### config.mk
export PLATFORM = sky130hd
export DESIGN_NAME = ntpr_rate_window
export DESIGN_NICKNAME = d
export VERILOG_FILES = /design/src/rtl/ntpr_pkg.sv /design/src/rtl/ntpr_rate_window.sv
export SDC_FILE = /design/constraint.sdc
export NUM_CORES = 1
export LEC_CHECK = 0
export ABC_AREA = 1
export BUFFER_PORTS_ARGS = -buffer_cell sky130_fd_sc_hd__buf_2
export CAP_MARGIN = 10
export CORE_ASPECT_RATIO = 1.2
export CORE_UTILIZATION = 40
export DETAILED_ROUTE_END_ITERATION = 16
export PLACE_DENSITY = 0.7
export SYNTH_ARGS = -nofsm -noshare
export SYNTH_HDL_FRONTEND = slang
export SYNTH_SLANG_ARGS = --single-unit
### constraint.sdc
create_clock -name clk -period 7.85 [get_ports clk]
set_input_delay 0.3925 -clock clk [delete_from_list [all_inputs] [get_ports clk]]
set_output_delay 0.3925 -clock clk [all_outputs]
set_load 0.005 [all_outputs]
### src/rtl/ntpr_pkg.sv
// Shared types, codes and conversion constants for the NTP request responder.
`default_nettype none

package ntpr_pkg;

  // Configuration port
  localparam int CFG_IDX_W  = 3;
  localparam int CFG_DATA_W = 48;

  typedef enum logic [CFG_IDX_W-1:0] {
    CFG_STRATUM     = 3'd0,
    CFG_ROOT_DISP   = 3'd1,
    CFG_TIME_SOURCE = 3'd2,
    CFG_REF_EPOCH   = 3'd3,
    CFG_RATE_LIMIT  = 3'd4
  } cfg_idx_t;

  // Result action codes
  typedef enum logic [2:0] {
    ACT_SERVED      = 3'd0,
    ACT_RATE_KISS   = 3'd1,
    ACT_DROP_SHORT  = 3'd2,
    ACT_DROP_UNSYNC = 3'd3,
    ACT_DROP_MODE   = 3'd4
  } action_t;

  // Reference source codes; the unused code behaves like SRC_OTHER
  typedef enum logic [1:0] {
    SRC_OTHER    = 2'd0,
    SRC_NETWORK  = 2'd1,
    SRC_CELLULAR = 2'd2
  } time_source_t;

  // Window update request from the pipeline to the rate window
  localparam int WIN_SEC_W = 23;
  localparam int WIN_CNT_W = 16;

  typedef struct packed {
    logic                 upd;
    logic [WIN_SEC_W-1:0] sec;
  } win_req_t;

  // Packet field constants
  localparam logic [31:0] NTP_UNIX_OFFSET  = 32'd2208988800;
  localparam logic [15:0] MIN_REQ_LEN      = 16'd48;
  localparam logic [2:0]  MODE_CLIENT      = 3'd3;
  localparam logic [2:0]  MODE_SERVER      = 3'd4;
  localparam logic [2:0]  VN_MIN           = 3'd3;
  localparam logic [2:0]  VN_MAX           = 3'd4;
  localparam logic [1:0]  LEAP_NONE        = 2'b00;
  localparam logic [1:0]  LEAP_ALARM       = 2'b11;
  localparam logic [7:0]  POLL_BYTE        = 8'd6;
  localparam logic [7:0]  PRECISION_BYTE   = 8'hEC;
  localparam logic [31:0] REFID_GPS_DOT    = 32'h4750532E;
  localparam logic [31:0] REFID_DOT_GPS    = 32'h2E475053;
  localparam logic [31:0] REFID_DOT_LOC    = 32'h2E4C4F43;
  localparam logic [31:0] REFID_RATE       = 32'h52415445;
  localparam logic [WIN_CNT_W-1:0] COUNT_MAX        = '1;
  localparam logic [15:0]          RATE_LIMIT_RESET = 16'd20;

  // Reciprocals for constant division (rounded up, exact over the input range)
  localparam logic [38:0] P38 = 39'd1 << 38;
  localparam logic [36:0] P36 = 37'd1 << 36;
  localparam logic [52:0] P52 = 53'd1 << 52;
  localparam logic [56:0] P56 = 57'd1 << 56;
  localparam logic [66:0] P66 = 67'd1 << 66;

  // tick / 1000 = (tick * TICK_RECIP) >> 38
  localparam logic [28:0] TICK_RECIP    = 29'((P38 + 39'd999) / 39'd1000);
  // micros * 2^32 / 1e6 = (micros * MICRO_RECIP) >> 34
  localparam logic [46:0] MICRO_RECIP   = 47'((P66 + 67'd999999) / 67'd1000000);
  // ms * 2^16 / 1000 = (ms * DISP_RECIP) >> 23
  localparam logic [29:0] DISP_RECIP    = 30'((P36 + 37'd124) / 37'd125);
  // x / 125 = (x * EPOCH_RECIP) >> 52, x below 2^45
  localparam logic [45:0] EPOCH_RECIP   = 46'((P52 + 53'd124) / 53'd125);
  // ms_rem * 2^32 / 1000 = (ms_rem * FRAC_MS_RECIP) >> 24
  localparam logic [46:0] FRAC_MS_RECIP = 47'((P56 + 57'd999) / 57'd1000);

endpackage

`default_nettype wire

### src/rtl/ntpr_rate_window.sv
// One-second request window with saturating count and over-budget flag.
`default_nettype none

module ntpr_rate_window (
  input  wire logic                clk,
  input  wire logic                rst_n,
  input  wire ntpr_pkg::win_req_t  req,
  input  wire logic [15:0]         rate_limit,
  output logic                     over
);
  import ntpr_pkg::*;

  logic [WIN_SEC_W-1:0] win_sec_r;
  logic [WIN_CNT_W-1:0] win_cnt_r;
  logic [WIN_CNT_W-1:0] base_cnt;
  logic [WIN_CNT_W-1:0] win_cnt_nxt;

  // Restart the count on a new second, then saturate at the top
  assign base_cnt    = (req.sec == win_sec_r) ? win_cnt_r : '0;
  assign win_cnt_nxt = (base_cnt == COUNT_MAX) ? base_cnt : base_cnt + 1'b1;
  assign over        = win_cnt_nxt > rate_limit;

  // Advance window state only for requests that pass the drop checks
  always_ff @(posedge clk) begin
    if (!rst_n) begin
      win_sec_r <= '0;
      win_cnt_r <= '0;
    end else if (req.upd) begin
      win_sec_r <= req.sec;
      win_cnt_r <= win_cnt_nxt;
    end
  end

  a_cnt_nonzero: assert property (@(posedge clk) disable iff (!rst_n)
    rst_n && req.upd |=> win_cnt_r != '0)
    else $error("window count zero after a counted request");

  a_sec_tracks: assert property (@(posedge clk) disable iff (!rst_n)
    rst_n && req.upd |=> win_sec_r == $past(req.sec))
    else $error("window second does not follow the counted request");

  a_hold_idle: assert property (@(posedge clk) disable iff (!rst_n)
    rst_n && !req.upd |=> $stable(win_cnt_r) && $stable(win_sec_r))
    else $error("window state changed without a counted request");

endmodule

`default_nettype wire

==> run metrics <==
Required @ worst endpoint 7.46 ns; Core ar. 7360 sq um; Finished Core Util 46.2%; Tmin final 4.85 ns; Nets 590; maximum root-to-sink buffer count 2; CTS Hold Bufs 0; number of synthesized flops with an enable pin 0; Yosys Warn Count 0; IO Port Bufs 42; Clk Latency, worst-skew pair 0.29 ns; top post-synthesis cells by area dfxtp_1, nand2_1, inv_1, nor2_1, ha_1; vias 3,041; Crit Path Max Fanout 17; I/O pin total 43; Mean Syn Cell Area 6.17 sq um; drt wl/cell 10.8 um; Top FF cell, synth dfxtp_1; Yosys reg bits 39; Initial Util 41.7%; Hold Crit Class in -> reg; Post-DP Area 3320 sq um; Row Count 34; HPWL Detailed 5180 um; post-route DRC violation count 0; Synth Area in XOR/XNOR 7.70%; setup_tns 0 ns; crit path kind reg -> out; Setup Skew 0.00481 ns; share of layout cells above drive strength 1 13.5%; most common cell in the netlist nand2_1; Yosys top cell area share 25.4%; All-Layer GR Usage 18.1%; area grow syn2layout 10.8%; 1st-pass router iterations 4; chip height 98.0 um; # clock sinks 39; CTS tree done; Compound-Gate Fraction of Synth Area 11.8%; antenna viol nets, final 0; initial antenna violation count 0; crit start category register; Max Slew Vio Count 0; r2r setup slk 4.61 ns; Die Wd 82.0 um; slew margin rel. 44.4%; post-synth top area cell dfxtp_1; Post-CTS Setup Bufs 0; asr flop ratio synth 0%; Num CTS Buffers 5; vias per inst 4.89; Fin. Hold Viols 0; diode count 0; WP data arrival 4.45 ns; vias in the first global route 2,744; gp weighted congestion 0.909; final hold slack 0.347 ns; post-synthesis mux area share 0%; H-tree depth 2; number of distinct library cells after synthesis 30; DRT iter0 DRCs 194; main combinational cell family by area after synthesis simple AND/OR/NAND/NOR gates; fin area 3400 sq um; Max IR drop VDD 125 uV; post-synthesis cell area 3070 sq um; Slew @ Worst Pin 0.834 ns; RSZ-0062 raised after global routing no; clock root cell clkbuf_8; max cap viols 0; Post-Synth Simple-Gate Area 34.8%; Post-Route WL 6720 um; Clock Pin Slew Worst Setup and Hold Paths 0.07 ns; fin crit share 61.8%; sequential area share after synthesis 25.4%; status finished clean; CTS resizes 0; syn nets 557; cell count after synthesis 498; Setup crit end kind primary output; most frequent cells after synthesis nand2_1, inv_1, nor2_1, dfxtp_1, o21ai_0; Final setup viols 0; fmax 206 MHz; largest net degree at the start of global routing 52; Die Area 8030 sq um; first-pass GRT wire length 11,700 um; grt ovf 0; Power Density 119 nW/um^2; Leak 1.74 nW; Synth Area in Adders 6.93%
## flip-flops by register name, summed over array words and instances, names as in the netlist
signal,count
win_sec_r,23
win_cnt_r,16
## area by class of cell
| cell class | count | area, sq um |
|---|---|---|
| Multi-Input combinational cell | 354 | 1880 |
| Fill cell | 774 | 3960 |
| Inverter | 89 | 334 |
| Timing Repair Buffer | 42 | 210 |
| Sequential cell | 39 | 781 |
| Clock inverter | 1 | 5.00 |
| Tap cell | 90 | 113 |
| Clock buffer | 7 | 76.3 |
## critical path: stages (launching register included)
cell	delay (ns)
dfxtp_1	0.36
xnor2_1	0.12
nand2_1	0.06
nor2_1	0.12
nand2_1	0.10
nor2_4	0.33
nand2_4	0.22
nor2_1	0.19
ha_1	0.29
nand2_1	0.08
inv_1	0.05
nand4_1	0.12
nor2_2	0.25
nand4_2	0.34
nand3_1	0.20
xor2_1	0.15
inv_1	0.05
ha_1	0.29
nand2_1	0.07
inv_1	0.05
a221oi_1	0.27
o221ai_1	0.15
nand2_1	0.08
a32oi_1	0.08
buf_2	0.13
## kinds of logic (layout without fill, tap and decap cells)
logic type,Yosys count,after routing
flops,39,39
compound gates,64,64
xor+xnor,27,27
fa+ha+maj,17,17
simple gates,246,246
buf+inv,105,139
## layout by cell type, fill, tap and decap left out
cell type / count
buf_2: 42
o221ai_1: 1
clkbuf_8: 5
clkinv_2: 1
nand4_2: 1
nor2_4: 3
nor2_2: 7
nand4_1: 22
nand2_2: 1
nor2_1: 66
inv_2: 4
xnor2_1: 8
a211oi_1: 1
and2_1: 1
nand3_1: 21
o21ai_1: 3
xor2_1: 19
o21ai_0: 25
ha_1: 17
clkbuf_1: 2
a21oi_2: 7
a221oi_1: 1
dfxtp_1: 39
nor3_1: 3
o21bai_1: 1
nand2_1: 120
a21oi_1: 24
inv_1: 85
nand2_4: 1
a32oi_1: 1
## layer usage
| metal | part of all wire [%] | track usage (%) | wire, um |
|---|---|---|---|
| met1 | 49 | 24.2 | 3320 |
| met5 | 0 | 0 | 0 |
| met4 | 1.5 | 6.34 | 98 |
| met3 | 4.1 | 2.43 | 279 |
| met2 | 45 | 29.4 | 3030 |
## path summary, 6_finish.rpt
path                                                  from                        end  depth (start not counted)
worst max-delay path            win_sec_r[10]$_SDFFE_PN0P_                       over                         24
worst min-delay path                                req[3]  win_sec_r[3]$_SDFFE_PN0P_                          3
worst max register to register  win_sec_r[10]$_SDFFE_PN0P_  win_cnt_r[9]$_SDFFE_PN0P_                         17
worst min register to register   win_cnt_r[8]$_SDFFE_PN0P_  win_cnt_r[8]$_SDFFE_PN0P_                          2
## through the flow
stage               total power (W)  instances  setup slack (ns)
floorplan                  0.000259        498              3.97
global placement           0.000278        614              3.14
detailed placement         0.000281        614              3.05
CTS                        0.000411        622              2.95
global route               0.000430        622              2.43
finish                     0.000406        622              3.00
## where the power goes
part / total, W / switching, W / internal [W]
clock: 0.000130 / 0.0000680 / 0.0000623
combinational: 0.0000598 / 0.0000348 / 0.0000250
sequential: 0.000216 / 0.00000727 / 0.000208
total: 0.000406 / 0.000110 / 0.000296
Note: power is estimated with default switching activity, not from simulation.
