### src/rtl/ntpr_pkg.sv
// Shared types, codes and conversion constants for the NTP request responder.
`default_nettype none

package ntpr_pkg;

  // Configuration port
  localparam int CFG_IDX_W  = 3;
  localparam int CFG_DATA_W = 48;

  typedef enum logic [CFG_IDX_W-1:0] {
    CFG_STRATUM     = 3'd0,
    CFG_ROOT_DISP   = 3'd1,
    CFG_TIME_SOURCE = 3'd2,
    CFG_REF_EPOCH   = 3'd3,
    CFG_RATE_LIMIT  = 3'd4
  } cfg_idx_t;

  // Result action codes
  typedef enum logic [2:0] {
    ACT_SERVED      = 3'd0,
    ACT_RATE_KISS   = 3'd1,
    ACT_DROP_SHORT  = 3'd2,
    ACT_DROP_UNSYNC = 3'd3,
    ACT_DROP_MODE   = 3'd4
  } action_t;

  // Reference source codes; the unused code behaves like SRC_OTHER
  typedef enum logic [1:0] {
    SRC_OTHER    = 2'd0,
    SRC_NETWORK  = 2'd1,
    SRC_CELLULAR = 2'd2
  } time_source_t;

  // Window update request from the pipeline to the rate window
  localparam int WIN_SEC_W = 23;
  localparam int WIN_CNT_W = 16;

  typedef struct packed {
    logic                 upd;
    logic [WIN_SEC_W-1:0] sec;
  } win_req_t;

  // Packet field constants
  localparam logic [31:0] NTP_UNIX_OFFSET  = 32'd2208988800;
  localparam logic [15:0] MIN_REQ_LEN      = 16'd48;
  localparam logic [2:0]  MODE_CLIENT      = 3'd3;
  localparam logic [2:0]  MODE_SERVER      = 3'd4;
  localparam logic [2:0]  VN_MIN           = 3'd3;
  localparam logic [2:0]  VN_MAX           = 3'd4;
  localparam logic [1:0]  LEAP_NONE        = 2'b00;
  localparam logic [1:0]  LEAP_ALARM       = 2'b11;
  localparam logic [7:0]  POLL_BYTE        = 8'd6;
  localparam logic [7:0]  PRECISION_BYTE   = 8'hEC;
  localparam logic [31:0] REFID_GPS_DOT    = 32'h4750532E;
  localparam logic [31:0] REFID_DOT_GPS    = 32'h2E475053;
  localparam logic [31:0] REFID_DOT_LOC    = 32'h2E4C4F43;
  localparam logic [31:0] REFID_RATE       = 32'h52415445;
  localparam logic [WIN_CNT_W-1:0] COUNT_MAX        = '1;
  localparam logic [15:0]          RATE_LIMIT_RESET = 16'd20;

  // Reciprocals for constant division (rounded up, exact over the input range)
  localparam logic [38:0] P38 = 39'd1 << 38;
  localparam logic [36:0] P36 = 37'd1 << 36;
  localparam logic [52:0] P52 = 53'd1 << 52;
  localparam logic [56:0] P56 = 57'd1 << 56;
  localparam logic [66:0] P66 = 67'd1 << 66;

  // tick / 1000 = (tick * TICK_RECIP) >> 38
  localparam logic [28:0] TICK_RECIP    = 29'((P38 + 39'd999) / 39'd1000);
  // micros * 2^32 / 1e6 = (micros * MICRO_RECIP) >> 34
  localparam logic [46:0] MICRO_RECIP   = 47'((P66 + 67'd999999) / 67'd1000000);
  // ms * 2^16 / 1000 = (ms * DISP_RECIP) >> 23
  localparam logic [29:0] DISP_RECIP    = 30'((P36 + 37'd124) / 37'd125);
  // x / 125 = (x * EPOCH_RECIP) >> 52, x below 2^45
  localparam logic [45:0] EPOCH_RECIP   = 46'((P52 + 53'd124) / 53'd125);
  // ms_rem * 2^32 / 1000 = (ms_rem * FRAC_MS_RECIP) >> 24
  localparam logic [46:0] FRAC_MS_RECIP = 47'((P56 + 57'd999) / 57'd1000);

endpackage

`default_nettype wire

### src/rtl/ntpr_epoch_conv.sv
// Converts the last-sync time in Unix milliseconds to an NTP timestamp over three stages.
`default_nettype none

module ntpr_epoch_conv (
  input  wire logic        clk,
  input  wire logic [47:0] epoch_ms,
  output logic      [63:0] ref_ntp
);
  import ntpr_pkg::*;

  logic [44:0] x;
  logic [45:0] pp_ll_r;
  logic [45:0] pp_lh_r;
  logic [44:0] pp_hl_r;
  logic [44:0] pp_hh_r;
  logic [2:0]  m3_1_r;
  logic [90:0] sum;
  logic [31:0] q_r;
  logic [51:0] f_r;
  logic [2:0]  m3_2_r;
  logic [58:0] f125;
  logic [9:0]  rem_r;
  logic [31:0] sec_r;
  logic [56:0] frac_prod;

  // ms / 1000 = (ms >> 3) / 125, low three bits kept for the remainder
  assign x = epoch_ms[47:3];

  // Stage 1: partial products of x * EPOCH_RECIP
  always_ff @(posedge clk) begin
    pp_ll_r <= 46'(x[22:0])  * 46'(EPOCH_RECIP[22:0]);
    pp_lh_r <= 46'(x[22:0])  * 46'(EPOCH_RECIP[45:23]);
    pp_hl_r <= 45'(x[44:23]) * 45'(EPOCH_RECIP[22:0]);
    pp_hh_r <= 45'(x[44:23]) * 45'(EPOCH_RECIP[45:23]);
    m3_1_r  <= epoch_ms[2:0];
  end

  // Stage 2: sum partial products; integer part is the quotient, low bits the fraction
  assign sum = (91'(pp_hh_r) << 46) + ((91'(pp_lh_r) + 91'(pp_hl_r)) << 23) + 91'(pp_ll_r);

  always_ff @(posedge clk) begin
    q_r    <= sum[83:52];
    f_r    <= sum[51:0];
    m3_2_r <= m3_1_r;
  end

  // Stage 3: recover x mod 125 from the fraction, rebuild ms mod 1000, shift epoch
  assign f125 = {f_r, 7'b0} - {6'b0, f_r, 1'b0} - {7'b0, f_r};

  always_ff @(posedge clk) begin
    rem_r <= {f125[58:52], m3_2_r};
    sec_r <= q_r + NTP_UNIX_OFFSET;
  end

  // Scale the millisecond remainder to a 2^-32 fraction
  assign frac_prod = 57'(rem_r) * 57'(FRAC_MS_RECIP);
  assign ref_ntp   = {sec_r, frac_prod[55:24]};

endmodule

`default_nettype wire

### config.mk
export PLATFORM = sky130hd
export DESIGN_NAME = ntpr_epoch_conv
export DESIGN_NICKNAME = d
export VERILOG_FILES = /design/src/rtl/ntpr_pkg.sv /design/src/rtl/ntpr_epoch_conv.sv
export SDC_FILE = /design/constraint.sdc
export NUM_CORES = 2
export LEC_CHECK = 0
export BUFFER_PORTS_ARGS = -buffer_cell sky130_fd_sc_hd__buf_2
export CAP_MARGIN = 20
export CORE_MARGIN = 2
export CORE_UTILIZATION = 35
export DETAILED_ROUTE_END_ITERATION = 12
export GPL_ROUTABILITY_DRIVEN = 0
export HOLD_SLACK_MARGIN = 0.03
export MAX_ROUTING_LAYER = met4
export PLACE_DENSITY = 0.6
export SLEW_MARGIN = 20
export SYNTH_ARGS = -nofsm -noshare
export SYNTH_HDL_FRONTEND = slang
export SYNTH_SLANG_ARGS = --single-unit
export TNS_END_PERCENT = 100
### constraint.sdc
create_clock -name clk -period 9.45 [get_ports clk]
set_clock_uncertainty 0.15 [all_clocks]
set_input_delay 1.4175 -clock clk [delete_from_list [all_inputs] [get_ports clk]]
set_output_delay 1.4175 -clock clk [all_outputs]
set_load 0.1 [all_outputs]
==> results by group <==
Cells and area
  – Nets: roughly 7,400
  – P&R area growth vs syn: 7.91%
  – Ratio of cells with drive above 1 in the final layout: under 10%
  – Final non-filler cell total: between 7,000 and 8,000
  – Fill count: 14,643

Detailed routing
  – Drt total wl: ~140,000 um
  – Pre-antenna DRT Iters: 5
  – Total number of vias: between 30,000 and 40,000
  – 1st-iter DRT viols: between 1,500 and 2,000
  – Routed vias/inst: 4.92
  – Final ANT Viol Nets: 0
  – Remaining DRCs: 0
  – Avg WL per Cell: roughly 18 um

STA
  – Final setup TNS: 0 ps
  – RSZ-0062 raised after global routing: no
  – Fin. max-slew vios: 0
  – Achievable Freq: between 0.1 and 0.15 GHz
  – Relative max-transition margin: between 20% and 30%
  – Final min period: approximately 8900 ps
  – Worst-margin pin slew: 1120 ps
  – Final Cycle Share: a little over nine tenths
  – Setup violations, final: 0
  – Final hold violations: 0

Clock network
  – Hold Buf Count CTS: 0
  – H-Tree Depth: 2
  – Insertion delay to the later sink of the worst-skew pair: approximately 610 ps
  – CTS tree: done
  – Number of clock sinks: slightly below 300
  – Worst-case clock buffer depth: 3
  – Post-CTS setup-driven buffer insertion count: 0
  – Num CTS Buffers: 36
  – Clk pin slew, worst setup/hold paths: ~60 ps
  – Post-cts resize count: 0
  – Clk root buf: clkbuf_16

Global routing
  – First-pass GRT wire length: between 200,000 and 250,000 um
  – Largest net degree at the start of global routing: 16
  – Tot GR Track Use: between 10% and 20%
  – Vias in the first global route: 39,465
  – Total global routing overflow: 0
  – Grt met3 use: under 10%
  – Initial antenna violation count: 13
  – Top Usage Layer GRT: met2
  – Met2 Use GR: 31.7%
  – Met1 usage: 24.1%

Worst setup path
  – Crit path required time: roughly 7900 ps
  – Slowest CP cell: dfxtp_1
  – Critical Path Start Type: flop
  – Cell Chain, Critical Path: fa_1 -> inv_1 -> fa_1 -> fa_1 -> inv_1 -> fa_1 -> fa_1 -> ha_1 -> a21oi_1 -> o21ai_0 -> o2111ai_1 -> a311oi_1 -> nor2_1 -> a31oi_2 -> a21oi_1 -> or4b_1 -> a21oi_1 -> and2_1 -> xor2_1 -> buf_2
  – Max incr delay on CP: ~700 ps
  – CP Max Fanout: 9
  – Critical path class: flop to output port
  – CP Data Arrival Time: 7290 ps
  – CP dominant cell by count: fa_1
  – R2r setup slk: around 3100 ps
  – Crit end category: output port

Die
  – DIE AREA: between 150,000 and 200,000 um2
  – Core Area: 148,000 um2
  – # rows: ~140
  – Die outline width: ~390 um
  – I/O pin count: 113
  – Initial Utilization: 35.2%
  – Die Y-Extent: approximately 400 um

Job
  – Max-Cap Viols: 0

Synth
  – Syn Area/Cell: 9.65 um2
  – Synth cell types: 79
  – Syn. warnings: 0
  – Sequential element share of the synthesized area: between 10% and 20%
  – Synth Instances: ~5,400
  – Number of synthesized flops with an enable pin: 0
  – Synth Cell Area: ~52,000 um2
  – Syn Nets: around 7,300
  – Synth Flop Type: dfxtp_1
  – Asr flop ratio synth: 0%
  – Yosys reg bits: around 300

Place
  – Post-DP HPWL: 121,000 um
  – Port bufs: between 100 and 150
  – Placed Cells: approximately 7,400

Hold path
  – Tightest Hold Check Type: flop to flop

Run status
  – Outcome: finished, final reports clean
==> Yosys cell counts, types with 8 or more instances <==
| library cell | instances | area share (%) |
|---|---|---|
| a211o_1 | 13 | 0.22 |
| a211oi_1 | 30 | 0.43 |
| a21boi_0 | 10 | 0.14 |
| a21o_1 | 191 | 2.8 |
| a21oi_1 | 290 | 2.8 |
| a221o_1 | 8 | 0.15 |
| a31o_2 | 8 | 0.13 |
| a31oi_1 | 31 | 0.37 |
| and2_1 | 9 | 0.11 |
| and3_1 | 36 | 0.43 |
| buf_4 | 32 | 0.46 |
| clkbuf_1 | 27 | 0.19 |
| dfxtp_1 | 297 | 11 |
| fa_1 | 758 | 29 |
| ha_1 | 1111 | 27 |
| inv_1 | 1302 | 9.4 |
| nand2_1 | 147 | 1.1 |
| nand2b_1 | 38 | 0.46 |
| nand3_1 | 66 | 0.64 |
| nand4_1 | 32 | 0.39 |
| nor2_1 | 169 | 1.2 |
| nor2b_1 | 38 | 0.46 |
| nor3_1 | 47 | 0.45 |
| o2111ai_1 | 8 | 0.13 |
| o211ai_1 | 11 | 0.16 |
| o21a_1 | 56 | 0.81 |
| o21ai_0 | 137 | 1.3 |
| o21ai_1 | 12 | 0.12 |
| o21bai_1 | 41 | 0.59 |
| o31ai_1 | 10 | 0.14 |
| or2_2 | 11 | 0.13 |
| or3_1 | 12 | 0.14 |
| xnor2_1 | 202 | 3.4 |
| xor2_1 | 83 | 1.4 |
==> critical path: cells and delay by family, from the launching register on <==
family                   cells  cell delay, ps
AO/OA/AOI/OAI                7            1310
XOR/XNOR                     1             140
adder cells (fa/ha/maj)      6            3070
buffers and inverters        3             600
flip-flops                   1             680
AND/OR/NAND/NOR              3             890
==> stage by stage <==
| stage | worst slack, ps | util [%] | hold WS, ps | cell area [um2] |
|---|---|---|---|---|
| finish | 588 | 38.0 | 172 | 56100 |
| CTS | 537 | 38.0 | 174 | 56100 |
| global placement | 953 | 37.1 | 161 | 54800 |
| global route | 188 | 38.0 | 175 | 56100 |
| detailed placement | 847 | 37.1 | 162 | 54800 |
| floorplan | 1730 | - | 160 | 52000 |
==> kinds of logic (layout without fill, tap and decap cells) <==
logic type	Yosys count	count (layout)	synth area share, %
adder cells (fa/ha/maj)	1869	1869	55.9
AND/OR/NAND/NOR	636	636	5.97
AO/OA/AOI/OAI	935	935	11.7
buffers and inverters	1362	1504	10.1
XOR/XNOR	286	286	4.83
multiplexers	2	2	0.0385
other	0	12	0
flip-flops	297	297	11.4
==> registers in the layout (all words and copies together), names as in the netlist, 10 cells and up <==
register  count
f_r          50
pp_lh_r      46
pp_ll_r      42
pp_hl_r      41
pp_hh_r      38
q_r          32
sec_r        32
rem_r        10
==> worst paths after layout <==
path / start / endpoint / cells after the start
min: pp_ll_r[10] / f_r[10] / 0
min reg2reg: pp_ll_r[10] / f_r[10] / 0
max: rem_r[9] / ref_ntp[31] / 20
max reg2reg: pp_hh_r[0] / q_r[22] / 20
==> final cells by class <==
cell class	count	area (um2)	area share, %
Clock inverter	19	283	0.504
Antenna cell	12	30.0	0.0535
Inverter	1302	4890	8.71
Timing Repair Buffer	136	741	1.32
Clock buffer	47	992	1.77
Sequential cell	297	5950	10.6
Tap cell	1930	2410	4.30
Multi-Input combinational cell	3728	40800	72.7
==> placed cells by master, fill, tap and decap left out, drive strengths merged, types with 42 or more instances in the layout <==
master	netlist	layout
o21a	56	56
xnor2	202	202
o21ai	152	152
dfxtp	297	297
fa	758	758
nand2	147	147
a21o	191	191
inv	1302	1306
o21bai	42	42
nor2	169	169
a21oi	292	292
buf	33	136
nor3	47	47
ha	1111	1111
clkbuf	27	47
nand3	66	66
xor2	84	84
==> routing by layer <==
| metal | wire (um) | vias up |
|---|---|---|
| li1 | - | 17751 |
| met1 | 60800 | 17998 |
| met2 | 64800 | 814 |
| met3 | 6350 | 199 |
| met4 | 5100 | 0 |
| met5 | 0 | - |
Power is left out: the tool's default activity adds up to more than one toggle a clock period on the data nets, which glitch-free logic cannot reach.
